--- src/design/maob_pkg.sv ---
`timescale 1ns / 1ps

package maob_pkg;

   localparam int NOTE_W     = 7;
   localparam int KIND_W     = 2;
   localparam int CSR_IDX_W  = 3;
   localparam int CSR_DATA_W = 64;
   localparam int SAMPLE_W   = 24;
   localparam int WAVE_W     = 21;
   localparam int VOL_W      = 8;
   localparam int RATIO_W    = 16;
   localparam int INC_W      = 32;
   localparam int CODE_W     = 2;
   localparam int SEMI_W     = 17;
   localparam int PROD_W     = 30;
   localparam int ACC_W      = 32;

   localparam logic [63:0] DETUNE_RESET = 64'h4000_4000_4000_4000;
   localparam logic [31:0] A4_RESET     = 32'd39370534;
   localparam logic [63:0] HALF_PI_Q30  = 64'd1686629713;
   localparam logic [63:0] WAVE_ONE     = 64'd524288;

   localparam logic [31:0] DIV255_MAGIC = 32'h8080_8081;
   localparam int          DIV255_SHIFT = 39;
   localparam logic [15:0] DIV12_MAGIC  = 16'd171;
   localparam int          DIV12_SHIFT  = 11;

   localparam logic [24:0] SAT_POS = 25'd8388607;
   localparam logic [24:0] SAT_NEG = 25'd8388608;

   typedef enum logic [KIND_W-1:0] {
      KIND_TICK     = 2'd0,
      KIND_NOTE_ON  = 2'd1,
      KIND_NOTE_OFF = 2'd2
   } kind_type;

   typedef enum logic [CODE_W-1:0] {
      WAVE_RAMP   = 2'd0,
      WAVE_SINE   = 2'd1,
      WAVE_SQUARE = 2'd2,
      WAVE_SILENT = 2'd3
   } wave_type;

   typedef enum logic [CSR_IDX_W-1:0] {
      CSR_VOLUMES_LOW   = 3'd0,
      CSR_VOLUMES_HIGH  = 3'd1,
      CSR_WAVEFORMS     = 3'd2,
      CSR_DETUNE_A      = 3'd3,
      CSR_DETUNE_B      = 3'd4,
      CSR_DETUNE_C      = 3'd5,
      CSR_DETUNE_D      = 3'd6,
      CSR_A4_INCREMENT  = 3'd7
   } csr_index_type;

   typedef enum logic [3:0] {
      ST_IDLE,
      ST_MATCH,
      ST_UPDATE,
      ST_PITCH_PREP,
      ST_PITCH_MULT,
      ST_PITCH_LOAD,
      ST_TICK_RUN,
      ST_TICK_DRAIN,
      ST_MIX_ABS,
      ST_MIX_MULT,
      ST_RESULT
   } state_type;

   typedef struct packed {
      logic capture;
      logic clear_acc;
      logic find;
      logic push;
      logic remove;
      logic voice_off;
      logic pitch_from_top;
      logic pitch_prep;
      logic pitch_mult;
      logic pitch_load;
      logic issue;
      logic mix_abs;
      logic mix_mult;
      logic load_result;
   } dp_cmd_type;

   typedef struct packed {
      logic voice_enabled;
      logic any_match;
      logic top_empty;
      logic pipe_busy;
   } dp_status_type;

   function automatic logic [SEMI_W-1:0] semitone_ratio(input logic [3:0] semi);
      logic [SEMI_W-1:0] r;
      case (semi)
         4'd0:    r = 17'd65536;
         4'd1:    r = 17'd69433;
         4'd2:    r = 17'd73562;
         4'd3:    r = 17'd77936;
         4'd4:    r = 17'd82570;
         4'd5:    r = 17'd87480;
         4'd6:    r = 17'd92682;
         4'd7:    r = 17'd98193;
         4'd8:    r = 17'd104032;
         4'd9:    r = 17'd110218;
         4'd10:   r = 17'd116772;
         4'd11:   r = 17'd123715;
         default: r = 17'd65536;
      endcase
      return r;
   endfunction

endpackage

--- src/design/maob_ctrl.sv ---
`timescale 1ns / 1ps

module maob_ctrl #(
   parameter int NUM_OSCILLATORS = 16
) (
   input  logic                        clock,
   input  logic                        reset,
   input  logic                        req_valid,
   input  logic [maob_pkg::KIND_W-1:0] req_kind,
   output logic                        req_stall,
   output logic                        rsp_valid,
   input  logic                        rsp_stall,
   output maob_pkg::dp_cmd_type        cmd,
   output logic [((NUM_OSCILLATORS > 1) ? $clog2(NUM_OSCILLATORS) : 1)-1:0] osc_index,
   input  maob_pkg::dp_status_type     status
);

   localparam int OSC_IW = (NUM_OSCILLATORS > 1) ? $clog2(NUM_OSCILLATORS) : 1;
   localparam logic [OSC_IW-1:0] OSC_LAST = OSC_IW'(NUM_OSCILLATORS - 1);

   maob_pkg::state_type state_ff, state_in;
   maob_pkg::kind_type  kind_ff, kind_in;
   maob_pkg::kind_type  req_kind_code;
   logic [OSC_IW-1:0]   osc_cnt_ff, osc_cnt_in;
   logic                rsp_valid_ff, rsp_valid_in;

   assign req_kind_code = maob_pkg::kind_type'(req_kind);
   assign rsp_valid     = rsp_valid_ff;

   always_ff @(posedge clock) begin
      if (reset) begin
         state_ff     <= maob_pkg::ST_IDLE;
         kind_ff      <= maob_pkg::KIND_TICK;
         osc_cnt_ff   <= '0;
         rsp_valid_ff <= 1'b0;
      end else begin
         state_ff     <= state_in;
         kind_ff      <= kind_in;
         osc_cnt_ff   <= osc_cnt_in;
         rsp_valid_ff <= rsp_valid_in;
      end
   end

   always_comb begin
      state_in     = state_ff;
      kind_in      = kind_ff;
      osc_cnt_in   = osc_cnt_ff;
      rsp_valid_in = rsp_valid_ff & rsp_stall;
      req_stall    = 1'b1;
      cmd          = '0;
      osc_index    = osc_cnt_ff;

      case (state_ff)
         maob_pkg::ST_IDLE: begin
            req_stall = 1'b0;
            if (req_valid) begin
               cmd.capture = 1'b1;
               kind_in     = req_kind_code;
               case (req_kind_code)
                  maob_pkg::KIND_TICK: begin
                     cmd.clear_acc = 1'b1;
                     osc_cnt_in    = '0;
                     state_in      = status.voice_enabled ? maob_pkg::ST_TICK_RUN
                                                          : maob_pkg::ST_MIX_ABS;
                  end
                  maob_pkg::KIND_NOTE_ON, maob_pkg::KIND_NOTE_OFF: begin
                     state_in = maob_pkg::ST_MATCH;
                  end
                  default: begin
                     state_in = maob_pkg::ST_IDLE;
                  end
               endcase
            end
         end
         maob_pkg::ST_MATCH: begin
            cmd.find = 1'b1;
            state_in = maob_pkg::ST_UPDATE;
         end
         maob_pkg::ST_UPDATE: begin
            if (kind_ff == maob_pkg::KIND_NOTE_ON) begin
               cmd.push = ~status.any_match;
            end else begin
               cmd.remove = status.any_match;
            end
            state_in = maob_pkg::ST_PITCH_PREP;
         end
         maob_pkg::ST_PITCH_PREP: begin
            cmd.pitch_from_top = (kind_ff == maob_pkg::KIND_NOTE_OFF);
            if ((kind_ff == maob_pkg::KIND_NOTE_OFF) && status.top_empty) begin
               cmd.voice_off = 1'b1;
               state_in      = maob_pkg::ST_IDLE;
            end else begin
               cmd.pitch_prep = 1'b1;
               state_in       = maob_pkg::ST_PITCH_MULT;
            end
         end
         maob_pkg::ST_PITCH_MULT: begin
            cmd.pitch_mult = 1'b1;
            state_in       = maob_pkg::ST_PITCH_LOAD;
         end
         maob_pkg::ST_PITCH_LOAD: begin
            cmd.pitch_load = 1'b1;
            state_in       = maob_pkg::ST_IDLE;
         end
         maob_pkg::ST_TICK_RUN: begin
            cmd.issue = 1'b1;
            if (osc_cnt_ff == OSC_LAST) begin
               state_in = maob_pkg::ST_TICK_DRAIN;
            end else begin
               osc_cnt_in = osc_cnt_ff + OSC_IW'(1);
            end
         end
         maob_pkg::ST_TICK_DRAIN: begin
            if (!status.pipe_busy) begin
               state_in = maob_pkg::ST_MIX_ABS;
            end
         end
         maob_pkg::ST_MIX_ABS: begin
            cmd.mix_abs = 1'b1;
            state_in    = maob_pkg::ST_MIX_MULT;
         end
         maob_pkg::ST_MIX_MULT: begin
            cmd.mix_mult = 1'b1;
            state_in     = maob_pkg::ST_RESULT;
         end
         maob_pkg::ST_RESULT: begin
            if (!rsp_valid_ff || !rsp_stall) begin
               cmd.load_result = 1'b1;
               rsp_valid_in    = 1'b1;
               state_in        = maob_pkg::ST_IDLE;
            end
         end
         default: begin
            state_in = maob_pkg::ST_IDLE;
         end
      endcase
   end

endmodule

--- config.mk ---
export PLATFORM = sky130hd
export DESIGN_NAME = maob_ctrl
export DESIGN_NICKNAME = d
export VERILOG_FILES = /design/src/design/maob_pkg.sv /design/src/design/maob_ctrl.sv
export SDC_FILE = /design/constraint.sdc
export NUM_CORES = 1
export LEC_CHECK = 0
export BUFFER_PORTS_ARGS = -buffer_cell sky130_fd_sc_hd__buf_2
export CAP_MARGIN = 15
export CORE_AREA = 2 2 44 46
export DETAILED_ROUTE_END_ITERATION = 16
export DIE_AREA = 0 0 46 48
export MAX_ROUTING_LAYER = met4
export PLACE_DENSITY_LB_ADDON = 0.1
export SKIP_LAST_GASP = 1
export SLEW_MARGIN = 30
export SYNTH_ARGS = -nofsm -noshare
export SYNTH_HDL_FRONTEND = slang
export SYNTH_SLANG_ARGS = --single-unit
--- constraint.sdc ---
create_clock -name clock -period 1.84 [get_ports clock]
set_clock_uncertainty 0.2 [all_clocks]
set_input_delay 0.276 -clock clock [delete_from_list [all_inputs] [get_ports clock]]
set_output_delay 0.276 -clock clock [all_outputs]
set_load 0.05 [all_outputs]
After elaboration in Yosys (flattened, before gate mapping):

Index checks and enable logic that the tools add are counted.

* bits in registers: 11
* bits in latches: 0
* RAM bits: 0
* bits in read-only memories: 0
* bits of input ports: 10
* output and inout port bits: 20
* logic and storage cells: 71
* memories kept: 0

* add/subtract/negate cells: 1
* multiply operators: 0
* divide/modulo/power cells: 0
* order comparisons: 0
* eq/ne operators: 21
* shift operators: 0
* multiplexer cells: 32
* bitwise operators: 2
* reduce and logical (&&, ||, !) cells: 11

Operators with widths (number)
* one-hot mux 4 bit (10 select lines): 1
* two-way mux 4 bit: 8
* == test 4 x 3 -> 1 bit, second input constant: 4
* == test 4 bit, second input constant: 4
* two-way mux 1 bit: 16
* one-hot mux 4 bit (2 select lines): 2
* inequality test 2 bit, second input constant: 5
* == test 4 x 2 -> 1 bit, second input constant: 2
* AND reduction 4 bit: 2
* two-way mux 2 bit: 3
* two-way mux 3 bit: 2
* adder 4 x 1 -> 4 bit, second input constant: 1
* == test 2 x 1 -> 1 bit, second input constant: 2
* == test 2 bit, second input constant: 2
* == test 4 x 1 -> 1 bit, second input constant: 1
* zero test 4 bit: 1
* zero test 1 bit: 2
* zero test 2 bit: 1
* inequality test 2 x 1 -> 1 bit, second input constant: 1
* AND reduction 2 bit: 1
* nonzero test 2 bit: 1
* OR reduction 2 bit: 1
* bitwise AND 1 bit: 1
* logical AND 1 bit: 1
* other kinds (2): 2

Depth between registers and ports, before layout:

Gate-level depths: netlist of the first run.

* depth in word-level cells: 5
* depth in mapped cells: 6
* depth with buffers taken out: 6

Least setup slack after synthesis of the first run:

Ideal clock, no wire load.

* path type: flip-flop to output port
* start: register state_ff[1]
* end: output port cmd[8] (netlist bit)
* arrival: 2.961 ns
* setup slack: -1.597 ns
* stages on the path, launching flop included: 5
* cell sequence: dfxtp_1 buf_2 nand2b_1 nor4b_1 and2_1

RTL lines
* start: declaration: line maob_ctrl.sv:21 `maob_pkg::state_type state_ff, state_in;`
* start signal: assignment: line maob_ctrl.sv:32 `state_ff <= maob_pkg::ST_IDLE;`
* start signal: assignment: line maob_ctrl.sv:37 `state_ff <= state_in;`
* end: declaration: line maob_ctrl.sv:13 `output maob_pkg::dp_cmd_type cmd,`

==> results.md, run 1 <==
- Number of buffer cells added on primary ports: 29
- Sinks on Clock Net: 11
- Data arrival at the endpoint of the critical path: about 1.5 ns
- Row Count: 15
- Starting Density: about 45%
- Fraction of power spent switching nets: 42.3%
- Clock power share: 17.4%
- Largest cells by area after synthesis: dfxtp_1 29%, a21oi_1 7.2%, nor3_1 4.6%
- Ratio of routed vias to standard cells: 5.73
- Non-filler cells in the finished layout: ~160
- Pwr Density: 731 nW/um^2
- FF-to-FF Start: state_ff[1]
- Diodes inserted: 0
- Largest net degree at the start of global routing: 12
- Ports: 30
- RSZ-0062 raised after global routing: true
- Sort of element at the start of the critical path: flop
- Cell taking the most area after synthesis: dfxtp_1
- Synth Net Count: 110
- Clock root buffer: clkbuf_4
- Post-synthesis instance area: 759 um^2
- Portion of total power attributed to sequential cells: 31.5%
- Critical Path Start: state_ff[3]
- Vias in the first global route: ~820
- Endpoint class of the critical path: output port
- Startpoint of the lowest-slack hold path: status[0]
- RD Place Congestion: 0.777
- R2R Setup Slk: 0.07 ns
- Die X-Extent: roughly 46 um
- Detailed-route wire length: approximately 2.1 mm
- Mapped Avg Cell Area: 7.75 um^2
- Crit Path Max Fanout: 3
- Routed length per placed instance: around 13 um
- Area post-placement: 1050 um^2
- Synth warnings: 0
- Final layout net count: 153
- Synth Area in Adders: 3.29%
- Slew HR: between 70 and 80%
- Post-Synthesis Cells: ~100
- # DRC: 0
- H-Tree Depth: 1
- Crit path largest cell delay: 0.37 ns
- Seq/Total Area, Yosys: 29.0%
- Post-layout instance area: 1270 um^2
- Static Leakage: 0.000529 uW
- Max cap viols: 0
- Count of distinct cell types in the synthesized netlist: 36
- Die outline area: 2210 um^2
- Classification of the worst-slack hold path: primary input to flop
- Number of buffers between clock root and the deepest sink: 2
- Count of cells along the worst hold path: 3
- Minimum clock period: roughly 2 ns
- End point of the most critical hold path: state_ff[0]
- Cts bufs inserted: 3
- Worst-path cell with the longest stage delay: or3_4
- Net switching power of the design: 392 uW
- DR vias: 899
- Xor/xnor cell area share of the yosys netlist: 0%
- Hold buffers post-CTS: 0
- Final Setup Violations: 8
- Layout overhead on the synthesized area: 66.9%
- Latest clock arrival within the worst-skew pair: 0.26 ns
- Finished Core Util: 75.0%
- Final global-route overflow total: 0
- Placeable core area: 1690 um^2
- Share of synthesized cell area in and, or, nand and nor gates: 36.1%
- Initial DRC count: 13
- Worst voltage drop across the vdd grid: 0.530 mV
- Ratio of final minimum period to clock period: 106%
- Die height: 48 um
- Data required, critical path: 1.36 ns
- Worst Path Buf+Inv: 1
- Number of nets still failing antenna checks after routing: 0
- Post-synthesis sequential element count: 11
- Global-route wire length before repair: 3.39 mm
- Status: finished, violations left
- Global-route total usage across every layer: between 20% and 30%
- Endpoint of the lowest-slack register-to-register path: state_ff[1]
- Count of placed standard cells including taps: 146
- Largest family of logic cells by synthesized area: simple AND/OR/NAND/NOR gates
- Crit-path cells: nand2b_4 -> or3_4 -> nor3_4 -> buf_6
- Number of antenna violations at the first check in global routing: 0
- Share of final-layout standard cells stronger than drive strength 1: 52.9%
- Compound-gate portion of the synthesized area: approximately 23%
- Classification of the worst setup path: flop to output port
- Crit-path leading delay family: simple AND/OR/NAND/NOR gates
- Internal: 535 uW
- Clock tree from TritonCTS: done
- Number of hold violations in the final report: 0
- Worst-path clk slew: 0.07 ns
- Violated checks: setup timing
- Worst-Margin Slew: between 0.3 and 0.4 ns
- Top cell type's share of synthesized area: 29.0%
- Number of cells traversed by the worst register-to-register path: 5
- Worst-case setup margin in the final layout: -0.108 ns
- Slew Viols, Final: 0
- Part of the total power dissipated in combinational logic: about half
- Highest clock rate: around 0.51 GHz
- HPWL after DPL: 1.55 mm
- First-pass iteration count of the detailed router: 4
- Proportion of synthesized area in mux cells: 1.32%
- Power Total: 927 uW
## cells in the final DEF (no fill, tap or decap), types with 5 or more instances in the layout
cell type and count:
a21oi_1 10, nor3_1 5, buf_2 16, buf_4 17
inv_1 8, nor2_1 7, dfxtp_1 5, buf_6 9
nand2_1 6
## kinds of logic after synthesis
logic type	after synthesis
adder cells (fa/ha/maj)	2
buffers and inverters	14
AO/OA/AOI/OAI	25
flip-flops	11
multiplexers	1
AND/OR/NAND/NOR	45
## power by group through the flow
stage	Sequential [uW]	Combinational, uW	Clock, uW
3_5_place_dp	294	385	0
2_1_floorplan	279	310	0
5_1_grt	295	505	177
3_3_place_gp	294	378	0
6_report	292	474	161
4_1_cts	291	451	166
## area by class of cell
class	instances	area [um^2]
well taps	17	21.3
repair buffers	43	324
clock buffers	4	26.3
fillers	125	422
flip-flops and latches	11	235
multi-input cells	73	627
inverters	9	33.8
## per-layer routing
metal	vias up	global-route usage, %	share of wire (%)
met5	-	-	0
met4	0	6.29	0.52
met3	2	3.77	4.1
met2	22	36.9	49
met1	431	26.4	46
li1	444	-	-
## state kept, by name, summed over array words and instances (netlist names)
name,count
kind_ff,2
rsp_valid,1
state_ff,4
osc_index,4
## metrics by stage
step / worst slack, ns / setup TNS (ns) / hold WS [ns]
2_1_floorplan: -0.328 / -1.78 / 0.148
3_3_place_gp: 0.0701 / 0 / 0.263
3_5_place_dp: 0.0522 / 0 / 0.273
4_1_cts: -0.126 / -0.694 / 0.0573
5_1_grt: -0.169 / -1.14 / 0.0815
6_report: -0.108 / -0.499 / 0.0598
## tightest hold or removal path, stage by stage
cell     delay, ns
buf_2         0.11
nand2_1       0.05
a21oi_1       0.05
## how the worst max path moves through the flow
stage	endpoint	depth (start not counted)
finish	cmd[10]	4
global route	cmd[8]	4
floorplan	cmd[11]	3
detailed placement	cmd[8]	4
global placement	cmd[10]	3
CTS	cmd[12]	4
## timing repair
| item | in CTS | in global routing |
|---|---|---|
| buffers inserted | 4 | 3 |
| resized for setup | 22 | 14 |
| pin swaps | 3 | 8 |
| endpoints found under the setup margin | 13 | 16 |
## cells in the mapped netlist
master and n:
a21oi_1 11, dfxtp_1 11, inv_1 8, nor2_1 8
nor3_1 7, nand2_1 6, nand2b_1 3, a211oi_1 2
a22oi_2 2, a311oi_1 2, buf_2 2, clkbuf_1 2
ha_1 2, nand3_1 2, nand3b_1 2, nand4bb_1 2
nor3b_1 2, nor4_1 2, nor4b_1 2, o211ai_1 2
o21ai_0 2, or3_1 2, a2bb2oi_1 1, a31oi_1 1
and2_1 1, and3_1 1, and4b_1 1, buf_4 1
inv_2 1, mux2i_1 1, nand4_1 1, nor2_2 1
nor4_4 1, o2111a_1 1, o21a_1 1, or2_2 1
Note: power is estimated with default switching activity, not from simulation.
==> run 2: changes to the inputs <==
BUFFER_PORTS_ARGS = -buffer_cell sky130_fd_sc_hd__buf_4   (was -buffer_cell sky130_fd_sc_hd__buf_2)
clock period = 2.2 ns   (was 1.84 ns; I/O delays follow)
==> results.md, run 2 (synthesized netlist as in run 1, its figures left out) <==
- Status: finished, final reports clean (was finished, violations left)
- Data arrival at the endpoint of the critical path: 1.60 ns (was 1.47 ns)
- Number of buffers between clock root and the deepest sink: 2 (unchanged)
- Minimum clock period: 2.13 ns
- Classification of the worst-slack hold path: primary input to flop (unchanged)
- Number of nets still failing antenna checks after routing: 0 (unchanged)
- Data required, critical path: 1.67 ns (was 1.36 ns)
- Slew HR: 74.0% (was 77.5%)
- Ports: 30 (unchanged)
- Routed length per placed instance: 13.3 um (was 13.5 um)
- Die outline area: 2210 um^2 (unchanged)
- Starting Density: 45.0% (unchanged)
- Initial DRC count: 9 (was 13)
- Diodes inserted: 0 (unchanged)
- # DRC: 0 (unchanged)
- Pwr Density: 648 nW/um^2 (was 731 nW/um^2)
- Detailed-route wire length: 1.93 mm (was 2.11 mm)
- Portion of total power attributed to sequential cells: 35.9% (was 31.5%)
- RD Place Congestion: 0.749 (was 0.777)
- Global-route wire length before repair: 3.08 mm (was 3.39 mm)
- Global-route total usage across every layer: 20.1% (was 21.8%)
- Sinks on Clock Net: 11 (unchanged)
- Total negative slack for setup checks: 0 ns (was -0.499 ns)
- Ratio of routed vias to standard cells: 5.66 (was 5.73)
- Filler cells: 156 (was 125)
- Max cap viols: 0 (unchanged)
- Internal: 391 uW (was 535 uW)
- Die height: 48 um (unchanged)
- Most frequent standard cell in the layout excluding fill and tap cells: buf_4 (unchanged)
- Share of final-layout standard cells stronger than drive strength 1: 38.3% (was 52.9%)
- Number of antenna violations at the first check in global routing: 0 (unchanged)
- Row Count: 15 (unchanged)
- Cts bufs inserted: 3 (unchanged)
- Total setup buffers inserted after CTS: 0 (was 4)
- Worst voltage drop across the vdd grid: 0.319 mV (was 0.530 mV)
- Worst-path clk slew: 0.07 ns (about the same)
- Clock tree from TritonCTS: done (unchanged)
- Final Setup Violations: 0 (was 8)
- Fraction of power spent switching nets: 42.6% (was 42.3%)
- Clock power share: 20.6% (was 17.4%)
- Part of the total power dissipated in combinational logic: 43.5% (was 51.2%)
- Highest clock rate: 0.470 GHz
- Net switching power of the design: 291 uW (was 392 uW)
- RSZ-0062 raised after global routing: false (was true)
- DR vias: 821 (was 899)
- Final global-route overflow total: 0 (unchanged)
- Leading cell types in the layout, fill and taps excluded: 31 x buf_4, 11 x a21oi_1, 8 x inv_1, 8 x dfxtp_1, 7 x nor2_1 (was 17 x buf_4, 16 x buf_2, 10 x a21oi_1)
- Die X-Extent: 46 um (unchanged)
- HPWL after DPL: 1.49 mm (was 1.55 mm)
- Slew Viols, Final: 0 (unchanged)
- Ratio of final minimum period to clock period: 96.7%
- First-pass iteration count of the detailed router: 4 (unchanged)
- Number of buffer cells added on primary ports: 29 (unchanged)
- Placeable core area: 1690 um^2 (unchanged)
- Finished Core Util: 62.4% (was 75.0%)
- Worst-Margin Slew: 0.388 ns (was 0.338 ns)
- Largest net degree at the start of global routing: 16 (was 12)
- Sort of element at the start of the critical path: flop (unchanged)
- Classification of the worst setup path: flop to output port (unchanged)
- Vias in the first global route: 712 (was 823)
- Crit Path Max Fanout: 7 (was 3)
- Static Leakage: 0.000449 uW (was 0.000529 uW)
- Number of hold violations in the final report: 0 (unchanged)
- H-Tree Depth: 1 (unchanged)
- Clock root buffer: clkbuf_4 (unchanged)
- Latest clock arrival within the worst-skew pair: 0.27 ns (was 0.26 ns)
- Layout overhead on the synthesized area: 38.7% (was 66.9%)
- Endpoint class of the critical path: output port (unchanged)
- Final layout net count: 141 (was 153)
==> run 2: final cells by class <==
| cell class | count | area [um^2] | area share [%] |
|---|---|---|---|
| clock buffer | 4 | 26.3 | 2.49 |
| inverter | 9 | 33.8 | 3.21 |
| multi-input combinational | 73 | 515 | 48.9 |
| sequential | 11 | 224 | 21.3 |
| tap | 17 | 21.3 | 2.02 |
| timing repair buffer | 31 | 233 | 22.1 |
==> run 2: routing by layer <==
layer / share of wire (%) / routed length, um / GRT usage, %
met5: 0 / 0 / -
met1: 45 / 876 / 24.8
met4: 1.3 / 25 / 8.57
met2: 48 / 923 / 32.2
met3: 5.4 / 105 / 3.40
==> run 2: power by group through the flow <==
stage | logic (uW) | clock network (uW) | registers [uW]
finish | 297 | 140 | 245
global route | 319 | 152 | 250
CTS | 295 | 144 | 243
detailed placement | 294 | 0 | 247
global placement | 290 | 0 | 245
floorplan | 231 | 0 | 230
==> run 2: critical path, cell delays in order (launching register included) <==
cell      delay (ns)
dfxtp_2         0.40
nand2b_1        0.13
or3_1           0.40
nor3_4          0.18
buf_4           0.22
==> run 2: final timing paths <==
check | depth (start not counted) | to | slack, ns | start
worst max-delay path | 4 | cmd[10] | 0.07 | state_ff[1]
worst min register to register | 1 | osc_index[3] | 0.33 | osc_index[3]
worst min-delay path | 2 | osc_index[1] | 0.11 | reset
worst max register to register | 6 | osc_index[3] | 0.40 | state_ff[3]
==> run 2: through the flow <==
stage | worst slack, ns | cells | total power (uW) | instance area, um^2 | hold slack [ns]
2_1_floorplan | -0.545 | 98 | 461 | 786 | 0.202
3_3_place_gp | 0.211 | 141 | 535 | 1010 | 0.309
4_1_cts | 0.0653 | 145 | 681 | 1040 | 0.0989
5_1_grt | 0.000628 | 145 | 721 | 1050 | 0.107
6_report | 0.0730 | 145 | 682 | 1050 | 0.106
3_5_place_dp | 0.245 | 141 | 540 | 1010 | 0.313
==> run 2: repair_timing <==
action,4_1_cts,5_1_grt
hold buffers,0,0
hold endpoints to repair,0,0
cloned,0,0
resized for setup,2,3
endpoints found under the setup margin,3,2
